--- src/hw/rtl/hrhp_pkg.sv ---
`default_nettype none
// ----------------------------------------------------------------------------
// hrhp_pkg: shared types and constants of the http request header parser
// keyword tables, byte classes, error codes and the one-hot parse phases
// ----------------------------------------------------------------------------
package hrhp_pkg;

    localparam int NUM_METHODS = 9;
    localparam int KW_MAX_LEN  = 7;

    // special bytes
    localparam logic [7:0] CH_CR    = 8'h0d;
    localparam logic [7:0] CH_LF    = 8'h0a;
    localparam logic [7:0] CH_COLON = 8'h3a;
    localparam logic [7:0] CH_SPACE = 8'h20;
    localparam logic [7:0] CH_NUL   = 8'h00;

    localparam logic [3:0] METHOD_NONE = 4'd0;

    // method keywords, index order gives method code minus one
    localparam logic [7:0] KW_TEXT [NUM_METHODS][KW_MAX_LEN] = '{
        '{"G", "E", "T", CH_NUL, CH_NUL, CH_NUL, CH_NUL},
        '{"P", "O", "S", "T", CH_NUL, CH_NUL, CH_NUL},
        '{"H", "E", "A", "D", CH_NUL, CH_NUL, CH_NUL},
        '{"P", "U", "T", CH_NUL, CH_NUL, CH_NUL, CH_NUL},
        '{"O", "P", "T", "I", "O", "N", "S"},
        '{"D", "E", "L", "E", "T", "E", CH_NUL},
        '{"T", "R", "A", "C", "E", CH_NUL, CH_NUL},
        '{"C", "O", "N", "N", "E", "C", "T"},
        '{"P", "A", "T", "C", "H", CH_NUL, CH_NUL}
    };

    localparam logic [2:0] KW_LEN [NUM_METHODS] = '{
        3'd3, 3'd4, 3'd4, 3'd3, 3'd7, 3'd6, 3'd5, 3'd7, 3'd5
    };

    typedef enum logic [2:0] {
        KIND_METHOD  = 3'd0,
        KIND_GAP     = 3'd1,
        KIND_URI     = 3'd2,
        KIND_VERSION = 3'd3,
        KIND_KEY     = 3'd4,
        KIND_VALUE   = 3'd5,
        KIND_DELIM   = 3'd6,
        KIND_BODY    = 3'd7
    } kind_t;

    typedef enum logic [1:0] {
        ERR_NONE    = 2'd0,
        ERR_EMPTY   = 2'd1,
        ERR_UNKNOWN = 2'd2
    } err_t;

    typedef enum logic [7:0] {
        PH_METHOD  = 8'b0000_0001,
        PH_GAP     = 8'b0000_0010,
        PH_URI     = 8'b0000_0100,
        PH_VERSION = 8'b0000_1000,
        PH_KEY     = 8'b0001_0000,
        PH_VALUE   = 8'b0010_0000,
        PH_DISCARD = 8'b0100_0000,
        PH_BODY    = 8'b1000_0000
    } phase_t;

endpackage
`default_nettype wire

--- src/hw/rtl/http_request_header_parser.sv ---
`default_nettype none
// ----------------------------------------------------------------------------
// http_request_header_parser: byte-wise http/1.1 request header classifier
// tags each request byte with its token class, method, error and header index
// ----------------------------------------------------------------------------
// The parser takes one request byte per transfer on the s_ side and returns
// one tagged byte per transfer on the m_ side. It sustains one byte per clock
// while not stalled: a byte is captured in an input register, classified by a
// single layer of logic against the parse state (method keyword mask, phase,
// previous byte, header count) and written to the result register, from which
// it leaves on the m_ side. The method is found with a nine-bit candidate mask
// narrowed one keyword position per byte. The byte after the keyword is a gap,
// the uri ends at a space, the version at cr lf, each header key at ": " and
// each value at cr lf; after the blank line every byte is body. A header line
// without ": " enters the discard phase at its cr and goes back to key parsing
// after its cr lf. An empty message (first byte zero) or an unknown method
// marks every further byte as delimiter with the error code held. s_tlast ends
// the message and all parse state returns to its reset value after that byte.
// The pipeline stalls only while m_tready is low and the result is held.
// ----------------------------------------------------------------------------
module http_request_header_parser (
    input  wire logic        aclk,
    input  wire logic        aresetn,
    // input stream
    input  wire logic        s_tvalid,
    output logic             s_tready,
    input  wire logic [7:0]  s_tdata,   // [7:0] data_byte
    input  wire logic        s_tlast,   // last_byte
    // result stream
    output logic             m_tvalid,
    input  wire logic        m_tready,
    output logic [23:0]      m_tdata,   // [7:0] byte_value, [11:8] method_code,
                                        // [13:12] error_code, [21:14] header_number,
                                        // [22] headers_done, [23] zero
    output logic [2:0]       m_tuser,   // [2:0] byte_kind
    output logic             m_tlast    // message_end
);
    import hrhp_pkg::*;

    // input register
    logic       in_valid_reg;
    logic [7:0] in_data_reg;
    logic       in_last_reg;

    // result register
    logic        out_valid_reg;
    logic [7:0]  out_byte_reg;
    kind_t       out_kind_reg;
    logic [3:0]  out_method_reg;
    err_t        out_err_reg;
    logic [7:0]  out_hnum_reg;
    logic        out_done_reg;
    logic        out_last_reg;

    // parse state
    phase_t                 phase_reg,      phase_next;
    logic [NUM_METHODS-1:0] cand_reg,       cand_next;
    logic [2:0]             match_pos_reg,  match_pos_next;
    logic [3:0]             method_reg,     method_next;
    logic [7:0]             prev_byte_reg,  prev_byte_next;
    logic                   line_start_reg, line_start_next;
    logic [7:0]             hdr_cnt_reg,    hdr_cnt_next;
    err_t                   err_reg,        err_next;

    // per-byte results
    kind_t      kind;
    err_t       err_out;
    logic [3:0] method_out;
    logic       done_out;

    logic                   advance;
    logic                   step;
    logic                   cr_lf;
    logic [2:0]             pos;
    logic [NUM_METHODS-1:0] keep;

    // the result register moves when it is empty or being drained
    assign advance  = !out_valid_reg || m_tready;
    assign s_tready = !in_valid_reg || advance;
    assign step     = in_valid_reg && advance;

    assign cr_lf = (in_data_reg == CH_LF) && (prev_byte_reg == CH_CR);

    // keyword position wraps at the longest keyword
    assign pos = (match_pos_reg == 3'(KW_MAX_LEN)) ? 3'd0 : match_pos_reg;

    // candidates that still match at this position
    always_comb begin
        for (int c = 0; c < NUM_METHODS; c++) begin
            keep[c] = cand_reg[c] && (KW_LEN[c] > pos) && (KW_TEXT[c][pos] == in_data_reg);
        end
    end

    // classification and next parse state
    always_comb begin
        kind            = KIND_DELIM;
        phase_next      = phase_reg;
        cand_next       = cand_reg;
        match_pos_next  = match_pos_reg;
        method_next     = method_reg;
        line_start_next = line_start_reg;
        hdr_cnt_next    = hdr_cnt_reg;
        err_next        = err_reg;
        prev_byte_next  = in_data_reg;

        if (err_reg == ERR_NONE) begin
            case (phase_reg)
                PH_METHOD: begin
                    if (match_pos_reg == 3'd0 && in_data_reg == CH_NUL) begin
                        err_next = ERR_EMPTY;
                    end else if (keep == '0) begin
                        err_next = ERR_UNKNOWN;
                    end else begin
                        kind           = KIND_METHOD;
                        cand_next      = keep;
                        match_pos_next = pos + 3'd1;
                        for (int c = 0; c < NUM_METHODS; c++) begin
                            if (keep[c] && ({1'b0, KW_LEN[c]} == {1'b0, pos} + 4'd1)) begin
                                method_next = 4'(c + 1);
                                phase_next  = PH_GAP;
                            end
                        end
                    end
                end
                PH_GAP: begin
                    kind            = KIND_GAP;
                    phase_next      = PH_URI;
                    line_start_next = 1'b1;
                end
                PH_URI: begin
                    // zero as first uri byte means no uri at all
                    if (line_start_reg && in_data_reg == CH_NUL) begin
                        kind       = KIND_VERSION;
                        phase_next = PH_VERSION;
                    end else if (in_data_reg == CH_SPACE) begin
                        phase_next = PH_VERSION;
                    end else begin
                        kind = KIND_URI;
                    end
                    line_start_next = 1'b0;
                end
                PH_VERSION: begin
                    if (in_data_reg == CH_CR) begin
                        kind = KIND_DELIM;
                    end else if (cr_lf) begin
                        phase_next      = PH_KEY;
                        line_start_next = 1'b1;
                    end else begin
                        kind = KIND_VERSION;
                    end
                end
                PH_KEY: begin
                    if (in_data_reg == CH_CR) begin
                        // cr inside a key line with no ": " discards the line
                        if (!line_start_reg) begin
                            phase_next = PH_DISCARD;
                        end
                    end else if (cr_lf && line_start_reg) begin
                        phase_next = PH_BODY;
                    end else if (in_data_reg == CH_COLON) begin
                        line_start_next = 1'b0;
                    end else if (in_data_reg == CH_SPACE && prev_byte_reg == CH_COLON) begin
                        phase_next = PH_VALUE;
                    end else begin
                        kind            = KIND_KEY;
                        line_start_next = 1'b0;
                    end
                end
                PH_VALUE: begin
                    if (in_data_reg == CH_CR) begin
                        kind = KIND_DELIM;
                    end else if (cr_lf) begin
                        if (hdr_cnt_reg != 8'hff) begin
                            hdr_cnt_next = hdr_cnt_reg + 8'd1;
                        end
                        phase_next      = PH_KEY;
                        line_start_next = 1'b1;
                    end else begin
                        kind = KIND_VALUE;
                    end
                end
                PH_DISCARD: begin
                    if (cr_lf) begin
                        if (hdr_cnt_reg != 8'hff) begin
                            hdr_cnt_next = hdr_cnt_reg + 8'd1;
                        end
                        phase_next      = PH_KEY;
                        line_start_next = 1'b1;
                    end
                end
                PH_BODY: begin
                    kind = KIND_BODY;
                end
                default: begin
                    kind = KIND_DELIM;
                end
            endcase
        end

        // status seen by this byte is the state after it
        method_out = method_next;
        err_out    = err_next;
        done_out   = (err_next == ERR_NONE) && (phase_next == PH_BODY);

        // end of message: back to the reset state
        if (in_last_reg) begin
            phase_next      = PH_METHOD;
            cand_next       = '1;
            match_pos_next  = 3'd0;
            method_next     = METHOD_NONE;
            prev_byte_next  = 8'd0;
            line_start_next = 1'b0;
            hdr_cnt_next    = 8'd0;
            err_next        = ERR_NONE;
        end
    end

    // input register
    always_ff @(posedge aclk) begin
        if (!aresetn) begin
            in_valid_reg <= 1'b0;
        end else if (s_tready) begin
            in_valid_reg <= s_tvalid;
        end
        if (s_tready && s_tvalid) begin
            in_data_reg <= s_tdata;
            in_last_reg <= s_tlast;
        end
    end

    // parse state, updated once per classified byte
    always_ff @(posedge aclk) begin
        if (!aresetn) begin
            phase_reg      <= PH_METHOD;
            cand_reg       <= '1;
            match_pos_reg  <= 3'd0;
            method_reg     <= METHOD_NONE;
            prev_byte_reg  <= 8'd0;
            line_start_reg <= 1'b0;
            hdr_cnt_reg    <= 8'd0;
            err_reg        <= ERR_NONE;
        end else if (step) begin
            phase_reg      <= phase_next;
            cand_reg       <= cand_next;
            match_pos_reg  <= match_pos_next;
            method_reg     <= method_next;
            prev_byte_reg  <= prev_byte_next;
            line_start_reg <= line_start_next;
            hdr_cnt_reg    <= hdr_cnt_next;
            err_reg        <= err_next;
        end
    end

    // result register
    always_ff @(posedge aclk) begin
        if (!aresetn) begin
            out_valid_reg <= 1'b0;
        end else if (advance) begin
            out_valid_reg <= in_valid_reg;
        end
        if (step) begin
            out_byte_reg   <= in_data_reg;
            out_kind_reg   <= kind;
            out_method_reg <= method_out;
            out_err_reg    <= err_out;
            out_hnum_reg   <= hdr_cnt_reg;  // header index before this byte
            out_done_reg   <= done_out;
            out_last_reg   <= in_last_reg;
        end
    end

    assign m_tvalid = out_valid_reg;
    assign m_tdata  = {1'b0, out_done_reg, out_hnum_reg, out_err_reg,
                       out_method_reg, out_byte_reg};
    assign m_tuser  = out_kind_reg;
    assign m_tlast  = out_last_reg;

endmodule
`default_nettype wire
--- config.mk ---
export PLATFORM = sky130hd
export DESIGN_NAME = http_request_header_parser
export DESIGN_NICKNAME = d
export VERILOG_FILES = /design/src/hw/rtl/hrhp_pkg.sv /design/src/hw/rtl/http_request_header_parser.sv
export SDC_FILE = /design/constraint.sdc
export NUM_CORES = 1
export LEC_CHECK = 0
export ABC_AREA = 1
export ABC_CLOCK_PERIOD_IN_PS = 8200
export BUFFER_PORTS_ARGS = -buffer_cell sky130_fd_sc_hd__buf_2
export CAP_MARGIN = 20
export CORE_ASPECT_RATIO = 1.75
export CORE_MARGIN = 5
export CORE_UTILIZATION = 35
export DETAILED_ROUTE_END_ITERATION = 6
export PLACE_DENSITY = 0.56
export SYNTH_ARGS = -nofsm -noshare
export SYNTH_HDL_FRONTEND = slang
export SYNTH_SLANG_ARGS = --single-unit
--- constraint.sdc ---
create_clock -name aclk -period 8.2 [get_ports aclk]
set_clock_uncertainty 0.05 [all_clocks]
set_input_delay 0.82 -clock aclk [delete_from_list [all_inputs] [get_ports aclk]]
set_output_delay 0.82 -clock aclk [all_outputs]
set_load 0.03 [all_outputs]
* Word level (Yosys, flattened, before mapping)
Memories as Yosys holds them, arrays and structs flattened.
Index checks and enable logic that the tools add are counted.
** Storage, ports and cells
- Register bits :: 81
- Bits in read-only memories :: 576
- Output and inout port bits :: 30
- Word-level logic and storage cells :: 228
- Memories kept :: 9
** Operators by class
- $add $sub $neg :: 3
- Order comparisons :: 6
- Eq/ne operators :: 38
- Mux-type cells :: 100
- Bitwise operators :: 1
- Reductions and logical operators :: 52
** Memory list
- (name not given) :: depth 8, width 8, read ports 1, clocked after Yosys merged registers in 0, wr ports 0, RTL line http_request_header_parser.sv:90 : keep[c] = cand_reg[c] && (KW_LEN[c] > pos) && (KW_TEXT[c][pos] == in_data_reg);
- (name not given) :: depth 8, width 8, read ports 1, clocked after Yosys merged registers in 0, wr ports 0, RTL line http_request_header_parser.sv:90
- (name not given) :: depth 8, width 8, read ports 1, clocked after Yosys merged registers in 0, wr ports 0, RTL line http_request_header_parser.sv:90
- (name not given) :: depth 8, width 8, read ports 1, clocked after Yosys merged registers in 0, wr ports 0, RTL line http_request_header_parser.sv:90
- (name not given) :: depth 8, width 8, read ports 1, clocked after Yosys merged registers in 0, wr ports 0, RTL line http_request_header_parser.sv:90
- (name not given) :: depth 8, width 8, read ports 1, clocked after Yosys merged registers in 0, wr ports 0, RTL line http_request_header_parser.sv:90
- 3 more memories
** Operator list (count)
- 8-bit two-way mux :: 46
- 8-bit == test :: 9
- 4-bit two-way mux :: 14
- 8-bit case mux with 6 select lines :: 1
- 9-bit two-way mux :: 5
- 3-bit two-way mux :: 12
- 1-bit logical AND :: 35
- 8-bit by 4-bit == test with 1-bit output, second input constant :: 4
- 8-bit by 6-bit == test with 1-bit output, second input constant :: 4
- 2-bit two-way mux :: 11
- 3-bit case mux with 7 select lines :: 1
- 3-bit by 4-bit == test with 1-bit output, first input constant :: 4
- 8-bit == test, second input constant :: 2
- 8-bit case mux with 2 select lines :: 1
- 3-bit greater-than comparator, first input constant :: 4
- 3-bit inequality test, second input constant :: 4
- 9-bit logical NOT :: 1
- 8-bit by 1-bit adder with 8-bit output, second input constant :: 1
- 8-bit by 1-bit == test with 1-bit output, second input constant :: 1
- 8-bit by 2-bit == test with 1-bit output, second input constant :: 1
- 8-bit by 3-bit == test with 1-bit output, second input constant :: 1
- 8-bit by 5-bit == test with 1-bit output, second input constant :: 1
- 8-bit by 7-bit == test with 1-bit output, second input constant :: 1
- 8-bit logical NOT :: 1
- 23 further kinds :: 35

* Logic depth before layout (Yosys ltp)
Gate-level depths: netlist of the first run.
- Depth after elaboration :: 24
- Gate-level depth with buffers :: 25
- Mapped depth without buffers :: 24

* Least setup slack after synthesis of the first run
Ideal clock, no wire load.
- Path type :: flip-flop to flip-flop
- Start :: register match_pos_reg[0]
- End :: register cand_reg[0]
- Library setup time :: 0.125 ns
- Arrival time :: 2.596 ns
- Setup slack :: 5.429 ns
- Stages on the path, launching flop included :: 24
- Path buffers :: 1
- Cells stage by stage :: dfxtp_1 > buf_6 > nand3_1 > nand2_1 > inv_1 > ha_1 > inv_1 > ha_1 > inv_1 > nand2_1 > a21oi_1 > nand2_1 > nor2_1 > nand2_1 > nand2_1 > nor2_2 > nand2_2 > nand3_4 > inv_2 > nand2_2 > nor2_2 > nand2_1 > o21ai_1 > nand2_1
** Between the ends
- Cells in the longest elaborated chain, start to end :: 13
** RTL lines
- start: declaration :: RTL line http_request_header_parser.sv:58 : logic [2:0] match_pos_reg, match_pos_next;
- start signal: assignment :: RTL line http_request_header_parser.sv:245 : match_pos_reg <= match_pos_next;
- 3-bit == test :: RTL line http_request_header_parser.sv:85 : assign pos = (match_pos_reg == 3'(KW_MAX_LEN)) ? 3'd0 : match_pos_reg;
- 3-bit two-way mux :: RTL line http_request_header_parser.sv:85
- 3-bit NOT with 4-bit output (not written as such) :: RTL line http_request_header_parser.sv:90
- memory 8 x 8 bit
- 8-bit two-way mux (not written as such) (2 in a row) :: RTL line http_request_header_parser.sv:90
- 8-bit == test :: RTL line http_request_header_parser.sv:90
- 1-bit logical AND :: RTL line http_request_header_parser.sv:90
- 9-bit two-way mux :: RTL line http_request_header_parser.sv:111 : end else if (keep == '0) begin
- 9-bit two-way mux :: RTL line http_request_header_parser.sv:109 : if (match_pos_reg == 3'd0 && in_data_reg == CH_NUL) begin
- 9-bit two-way mux :: RTL line http_request_header_parser.sv:107 : case (phase_reg)
- 9-bit two-way mux :: RTL line http_request_header_parser.sv:106 : if (err_reg == ERR_NONE) begin
- 9-bit two-way mux :: RTL line http_request_header_parser.sv:206 : if (in_last_reg) begin
- end signal: assignment :: RTL line http_request_header_parser.sv:244 : cand_reg <= cand_next;
- end: declaration :: RTL line http_request_header_parser.sv:57 : logic [NUM_METHODS-1:0] cand_reg, cand_next;
Parallel ways exist; a longest one is shown, timed or not. The select of a mux whose other input is x is not followed.
A chain may end at the register's enable or synchronous reset.

* Worst setup path in the final report of the first run
- Start :: register match_pos_reg[2]
- End :: register out_done_reg, data pin
** Between the ends
- Cells in the longest elaborated chain, start to end :: 24
** RTL lines
- 3-bit == test :: RTL line http_request_header_parser.sv:85
- 3-bit two-way mux :: RTL line http_request_header_parser.sv:85
- 3-bit NOT with 4-bit output (not written as such) :: RTL line http_request_header_parser.sv:90
- memory 8 x 8 bit
- 8-bit two-way mux (not written as such) (2 in a row) :: RTL line http_request_header_parser.sv:90
- 8-bit == test :: RTL line http_request_header_parser.sv:90
- 1-bit logical AND :: RTL line http_request_header_parser.sv:90
- 1-bit logical AND :: RTL line http_request_header_parser.sv:118 : if (keep[c] && ({1'b0, KW_LEN[c]} == {1'b0, pos} + 4'd1)) begin
- 8-bit two-way mux (9 in a row) :: RTL line http_request_header_parser.sv:118
- 8-bit two-way mux :: RTL line http_request_header_parser.sv:111
- 8-bit two-way mux :: RTL line http_request_header_parser.sv:109
- 8-bit case mux with 6 select lines :: RTL line http_request_header_parser.sv:107
- 8-bit two-way mux :: RTL line http_request_header_parser.sv:106
- 8-bit == test :: RTL line http_request_header_parser.sv:203 : done_out = (err_next == ERR_NONE) && (phase_next == PH_BODY);
- 1-bit logical AND * :: RTL line http_request_header_parser.sv:203
- net done_out :: RTL line http_request_header_parser.sv:69 : logic done_out;
- end signal: assignment :: RTL line http_request_header_parser.sv:267 : out_done_reg <= done_out;
- end: declaration :: RTL line http_request_header_parser.sv:52 : logic out_done_reg;
The timed path passes the listed nets; every way through them passes the cells marked *. The select of a mux whose other input is x is not followed.

==> reports/qor.txt, run 1 <==
H-tree Lvls -> 3
non-filler cells, final -> 970
slew at the pin closest to its max-slew limit -> 828.7 ps
antenna cell count -> 0
DR pass1 iterations -> 5
Mapped Area -> 5194 sq um
Pint -> 695.4 uW
number of synthesized flops with an enable pin -> 36
die area -> 17,470 sq um
commonest non-fill, non-tap cells in the layout -> nand2_1 (217), inv_1 (95), nor2_1 (86), nand3_1 (73), dfxtp_1 (45)
sequential power share -> 0.460
outcome -> finished, final reports clean
post-DP HPWL -> 12,370 microns
GPL Wtd Cong -> 0.9870
power share of the combinational group -> 0.100
met2 Usage GRT -> 0.3608
Post-Syn Instances -> 750
die width -> 102.1 microns
Skew-Pair Late Insertion Delay -> 350 ps
Hold Path Depth -> 0
core footprint -> 14,760 sq um
Top-Level Pins -> 43
DRC -> 0
root buf cell -> clkbuf_16
Final min period -> 3832 ps
DR vias -> 5,016
CP Capture Type -> register
first-pass GRT wire length -> 25,630 microns
Seq/Total Area, Yosys -> 0.3816
layout cells sized above 1 -> 0.1156
total negative setup slack -> 0 ps
slew margin rel. -> 0.4441
Final Hold Viols -> 0
GRT overflow -> 0
clock-pin slew on the worst setup and hold paths -> 80 ps
most used routing layer -> met2
nets -> 806
largest net degree at the start of global routing -> 31
vias per inst -> 5.171
startpoint class of the critical path -> register
buffers added on ports -> 41
CP Cell Sequence -> nand3_1, nand2_1, inv_1, ha_1, inv_1, ha_1, inv_1, nand2_1, nand3_1, inv_1, nand2_1, nor2_1, nand3_1, inv_1, nand2_1, nand2_1, nor2_1, nand3_1, nand2_1, o21ai_1, nand2_1, nand4_1, nor2_1
Max FO, Critical Path -> 16
Syn Area/Cell -> 6.925 sq um
slowest stage cell, crit path -> dfxtp_1
cts bufs inserted -> 9
Area growth syn-to-layout -> 11.97%
CP Class -> register to register
final worst-path cycle share -> 0.4673
CP required -> 8260 ps
Avg WL per Cell -> 16.58 microns
Max VDD drop -> 79.80 uV
Total GRT Usage -> 0.1916
DIE HEIGHT -> 171.1 microns
CTS tree -> done
initial antenna violation count -> 0
Lkg Pwr -> 2.637 nW
Net Sw Frac -> 0.2901
Worst EP arrival -> 3890 ps
final wirelength -> 16,080 microns
Hold Path Class -> register to register
clock power share -> 0.440
Most Frequent Cell on Critical Path -> nand2_1
MaxCap Viol Count -> 0
RSZ-0062 raised after global routing -> false
Layout Utilization -> 0.3939
most common cell after layout, fill and taps aside -> nand2_1
Largest register FFs -> 9
number of synthesized register bits -> 81
Antenna Nets Post-Route -> 0
CP peak stage delay -> 810 ps
Fmax -> 260.9 MHz
Setup Buffers After CTS -> 0
PD cells -> 168.4 nW/um^2
Slew Limit Fails -> 0
most common flop cell mapped by yosys -> dfxtp_1
Setup-failing EPs final -> 0
ys async rst share -> 0
dpl ws -> 4403 ps
final worst slack -> 4368 ps
Switch Pwr -> 284.1 uW
Post-CTS Resized -> 0
Reg2Reg Depth -> 23
initial core utilization -> 0.3518
floorplan row count -> 59
synth warn -> 0
vias in the first global route -> 4,961
CTS Sinks -> 81
CTS Hold Bufs -> 0
GR Layer Usage met1 -> 0.1835
Post-Syn Nets -> 774
initial DRC count -> 277
unique cell type count in the Yosys netlist -> 43
Fillers -> 1,626
placed cell count -> 954
met3 GRT Util -> 0.02366
CTS Buffer Depth -> 2
path summary, 6_finish.rpt:
check | start | endpoint | slack [ps]
max | match_pos_reg[2] | out_done_reg | 4370
min | hdr_cnt_reg[7] | out_hnum_reg[7] | 410
max reg2reg | match_pos_reg[2] | out_done_reg | 4370
min reg2reg | hdr_cnt_reg[7] | out_hnum_reg[7] | 410
power by group through the flow:
stage	combinational, mW	clock (mW)	sequential (mW)
floorplan	0.0615	0	0.463
global placement	0.0983	0	0.460
detailed placement	0.0980	0	0.460
finish	0.0979	0.431	0.451
CTS	0.0983	0.441	0.451
global route	0.108	0.458	0.452
cells by family (layout without fill, tap and decap cells):
| family | Yosys count | count (layout) | synth area share |
|---|---|---|---|
| flops | 81 | 81 | 0.3816 |
| fa+ha+maj | 11 | 11 | 0.02650 |
| xor+xnor | 5 | 5 | 0.008431 |
| compound gates | 92 | 92 | 0.1002 |
| other cells | 1 | 1 | 0.0007220 |
| simple gates | 436 | 436 | 0.3806 |
| buf+inv | 124 | 161 | 0.1019 |
synth_stat cells, types with 6 or more instances:
library cell    n  area, sq um
a21oi_1        42        210.2
buf_2           6        30.03
clkbuf_1        8        30.03
dfxtp_1        45        900.9
edfxtp_1       36         1081
ha_1           11        137.6
inv_1          95        356.6
nand2_1       217        814.5
nand2_2        10        62.56
nand3_1        73        365.4
nand4_1        20        125.1
nor2_1         86        322.8
nor3_1          6        30.03
o21ai_0        16        80.08
o21ai_1        13        65.06
routing by layer:
| metal | vias up | wire [microns] |
|---|---|---|
| li1 | 2507 | - |
| met1 | 2310 | 5617 |
| met2 | 128 | 8727 |
| met3 | 71 | 502 |
| met4 | 0 | 1234 |
| met5 | - | 0 |
critical path, delay by kind of cell, from the launching register on:
family | cells | cell delay (ps)
buffers and inverters | 5 | 530
flip-flops | 1 | 810
AO/OA/AOI/OAI | 1 | 170
AND/OR/NAND/NOR | 15 | 1530
adder cells (fa/ha/maj) | 2 | 500
final cells by class:
class                   count  area, sq um  share of cell area
multi-input cells         545         2683              0.4613
flip-flops and latches     81         1982              0.3408
inverters                 101        379.1             0.06519
clock buffers              10        250.2             0.04303
well taps                 183        229.0             0.03937
repair buffers             44        227.7             0.03916
clock inverters             6        65.06             0.01119
metrics by stage:
stage / total power, mW / instance area, sq um / hold slack, ps
global route: 1.018 / 5816 / 421.4
detailed placement: 0.5580 / 5500 / 401.2
floorplan: 0.5240 / 5194 / 370.6
CTS: 0.9899 / 5816 / 411.3
finish: 0.9795 / 5816 / 410.1
global placement: 0.5582 / 5500 / 397.3
Note: power is estimated with default switching activity, not from simulation.
==> run 2, diff against run 1 <==
Settings changed: ABC_CLOCK_PERIOD_IN_PS 8200 to 3400, PLACE_DENSITY 0.56 to 0.58.
Clock period 8.2 ns to 3.4 ns, I/O delays scaled along.
==> run 2 against run 1 <==
Effect of this change: sequential cell count stayed put; worst setup slack worse by 4100 ps; register-to-register slack worse by 4100 ps; die area stayed put; total power is 140% higher; wire length is 6.6% higher; fmax is 23% higher; clock power is 140% higher; cell count is 2.6% higher.
==> reports/qor.txt, run 2 (synthesized netlist as in run 1, its figures left out) <==
Setup-failing EPs final -> 0
Final Hold Viols -> 0
CP Capture Type -> register
Layout Utilization -> 0.4070
Skew-Pair Late Insertion Delay -> 340 ps
initial core utilization -> 0.3518
initial antenna violation count -> 0
Lkg Pwr -> 2.751 nW
clock-pin slew on the worst setup and hold paths -> 70 ps
startpoint class of the critical path -> register
Fmax -> 319.8 MHz
PD cells -> 394.7 nW/um^2
CP Class -> register to register
slew margin rel. -> 0.6314
CTS Hold Bufs -> 0
dpl ws -> 191.2 ps
die area -> 17,470 sq um
Worst setup startpoint -> match_pos_reg[2]
DR pass1 iterations -> 5
RR Startpoint -> match_pos_reg[2]
final worst slack -> 273.5 ps
DRC -> 0
Worst Hold Launch -> s_tdata[5]
root buf cell -> clkbuf_16
Max FO, Critical Path -> 6
Fillers -> 1,608
commonest non-fill, non-tap cells in the layout -> nand2_1 (217), inv_1 (95), nor2_1 (86), nand3_1 (73), dfxtp_1 (44)
H-tree Lvls -> 3
Worst EP arrival -> 3170 ps
outcome -> finished, final reports clean
Total GRT Usage -> 0.2036
MaxCap Viol Count -> 0
final wirelength -> 17,140 microns
Final min period -> 3127 ps
layout cells sized above 1 -> 0.1453
FF/Latch Area -> 1983 sq um
post-DP HPWL -> 13,580 microns
CP required -> 3440 ps
cts bufs inserted -> 9
area occupied by multi-input gates -> 2691 sq um
RSZ-0062 raised after global routing -> true
initial DRC count -> 316
floorplan row count -> 59
non-filler cells, final -> 995
DR vias -> 5,147
final worst-path cycle share -> 0.9196
DIE HEIGHT -> 171.1 microns
Slew Limit Fails -> 0
buffers added on ports -> 41
core footprint -> 14,760 sq um
GPL Wtd Cong -> 1.026
placed cell count -> 979
CTS Buffer Depth -> 2
largest net degree at the start of global routing -> 24
Max VDD drop -> 305.4 uV
vias per inst -> 5.173
GRT overflow -> 0
Power Total -> 2.372 mW
die width -> 102.1 microns
CTS Sinks -> 81
first-pass GRT wire length -> 26,970 microns
vias in the first global route -> 5,103
Area growth syn-to-layout -> 15.71%
Antenna Nets Post-Route -> 0
Top-Level Pins -> 43
Largest register FFs -> 9
slew at the pin closest to its max-slew limit -> 548.4 ps
most common cell after layout, fill and taps aside -> nand2_1
Avg WL per Cell -> 17.22 microns
nets -> 831
antenna cell count -> 0
Hold Path Class -> input port to register
CTS tree -> done
[run 2: cell type report]
type	instances	share of cell area
Inverter	101	0.06309
Clock buffer	10	0.03977
Multi-Input combinational cell	545	0.4478
Timing Repair Buffer	69	0.06912
Sequential cell	81	0.3300
Tap cell	183	0.03810
Clock inverter	6	0.01208
[run 2: worst max-delay path, stage by stage (launching register included)]
cell and delay [ps]:
dfxtp_1 340, buf_4 170, a21oi_1 200, ha_1 250
inv_1 60, ha_1 230, inv_1 110, nand2_1 60
a21oi_1 240, nand2_1 80, nor2_1 140, nand2_1 110
nand2_1 100, nor2_2 50, nand2_2 100, nand3_1 110
nand2_1 130, nand2_1 60, nand2_1 50, nand2_1 60
nand4_1 110, nor2_1 60
[run 2: final timing paths]
kind	to	slack, ps	depth (start not counted)
min reg2reg	out_hnum_reg[7]	410	0
min	in_data_reg[5]	120	1
max reg2reg	out_done_reg	270	21
max	out_done_reg	270	21
[run 2: per-stage QoR]
stage	instance area (sq um)	TNS [ps]	hold slack, ps
2_1_floorplan	5194	0	370.6
3_3_place_gp	5688	0	393.6
3_5_place_dp	5688	0	397.2
4_1_cts	6000	0	113.6
5_1_grt	6010	-21.51	109.9
6_report	6010	0	116.8
[run 2: per-layer routing]
| layer | GRT usage | wire [microns] | vias to the layer above |
|---|---|---|---|
| li1 | - | - | 2556 |
| met2 | 0.3866 | 9401 | 154 |
| met4 | 0.1525 | 1346 | 0 |
| met5 | 0 | 0 | - |
| met1 | 0.1906 | 5803 | 2359 |
| met3 | 0.02530 | 583 | 78 |
[run 2: where the power goes]
group | switching [mW] | leakage, nW | total, mW | internal, mW
registers | 0.0226 | 0.708 | 1.07 | 1.05
clock network | 0.435 | 0.150 | 1.03 | 0.598
logic | 0.193 | 1.89 | 0.266 | 0.0729
[run 2: timing repair]
action | CTS | global route
endpoints found under the setup margin | 0 | 14
resized for setup | 0 | 3
buffers inserted | 0 | 0
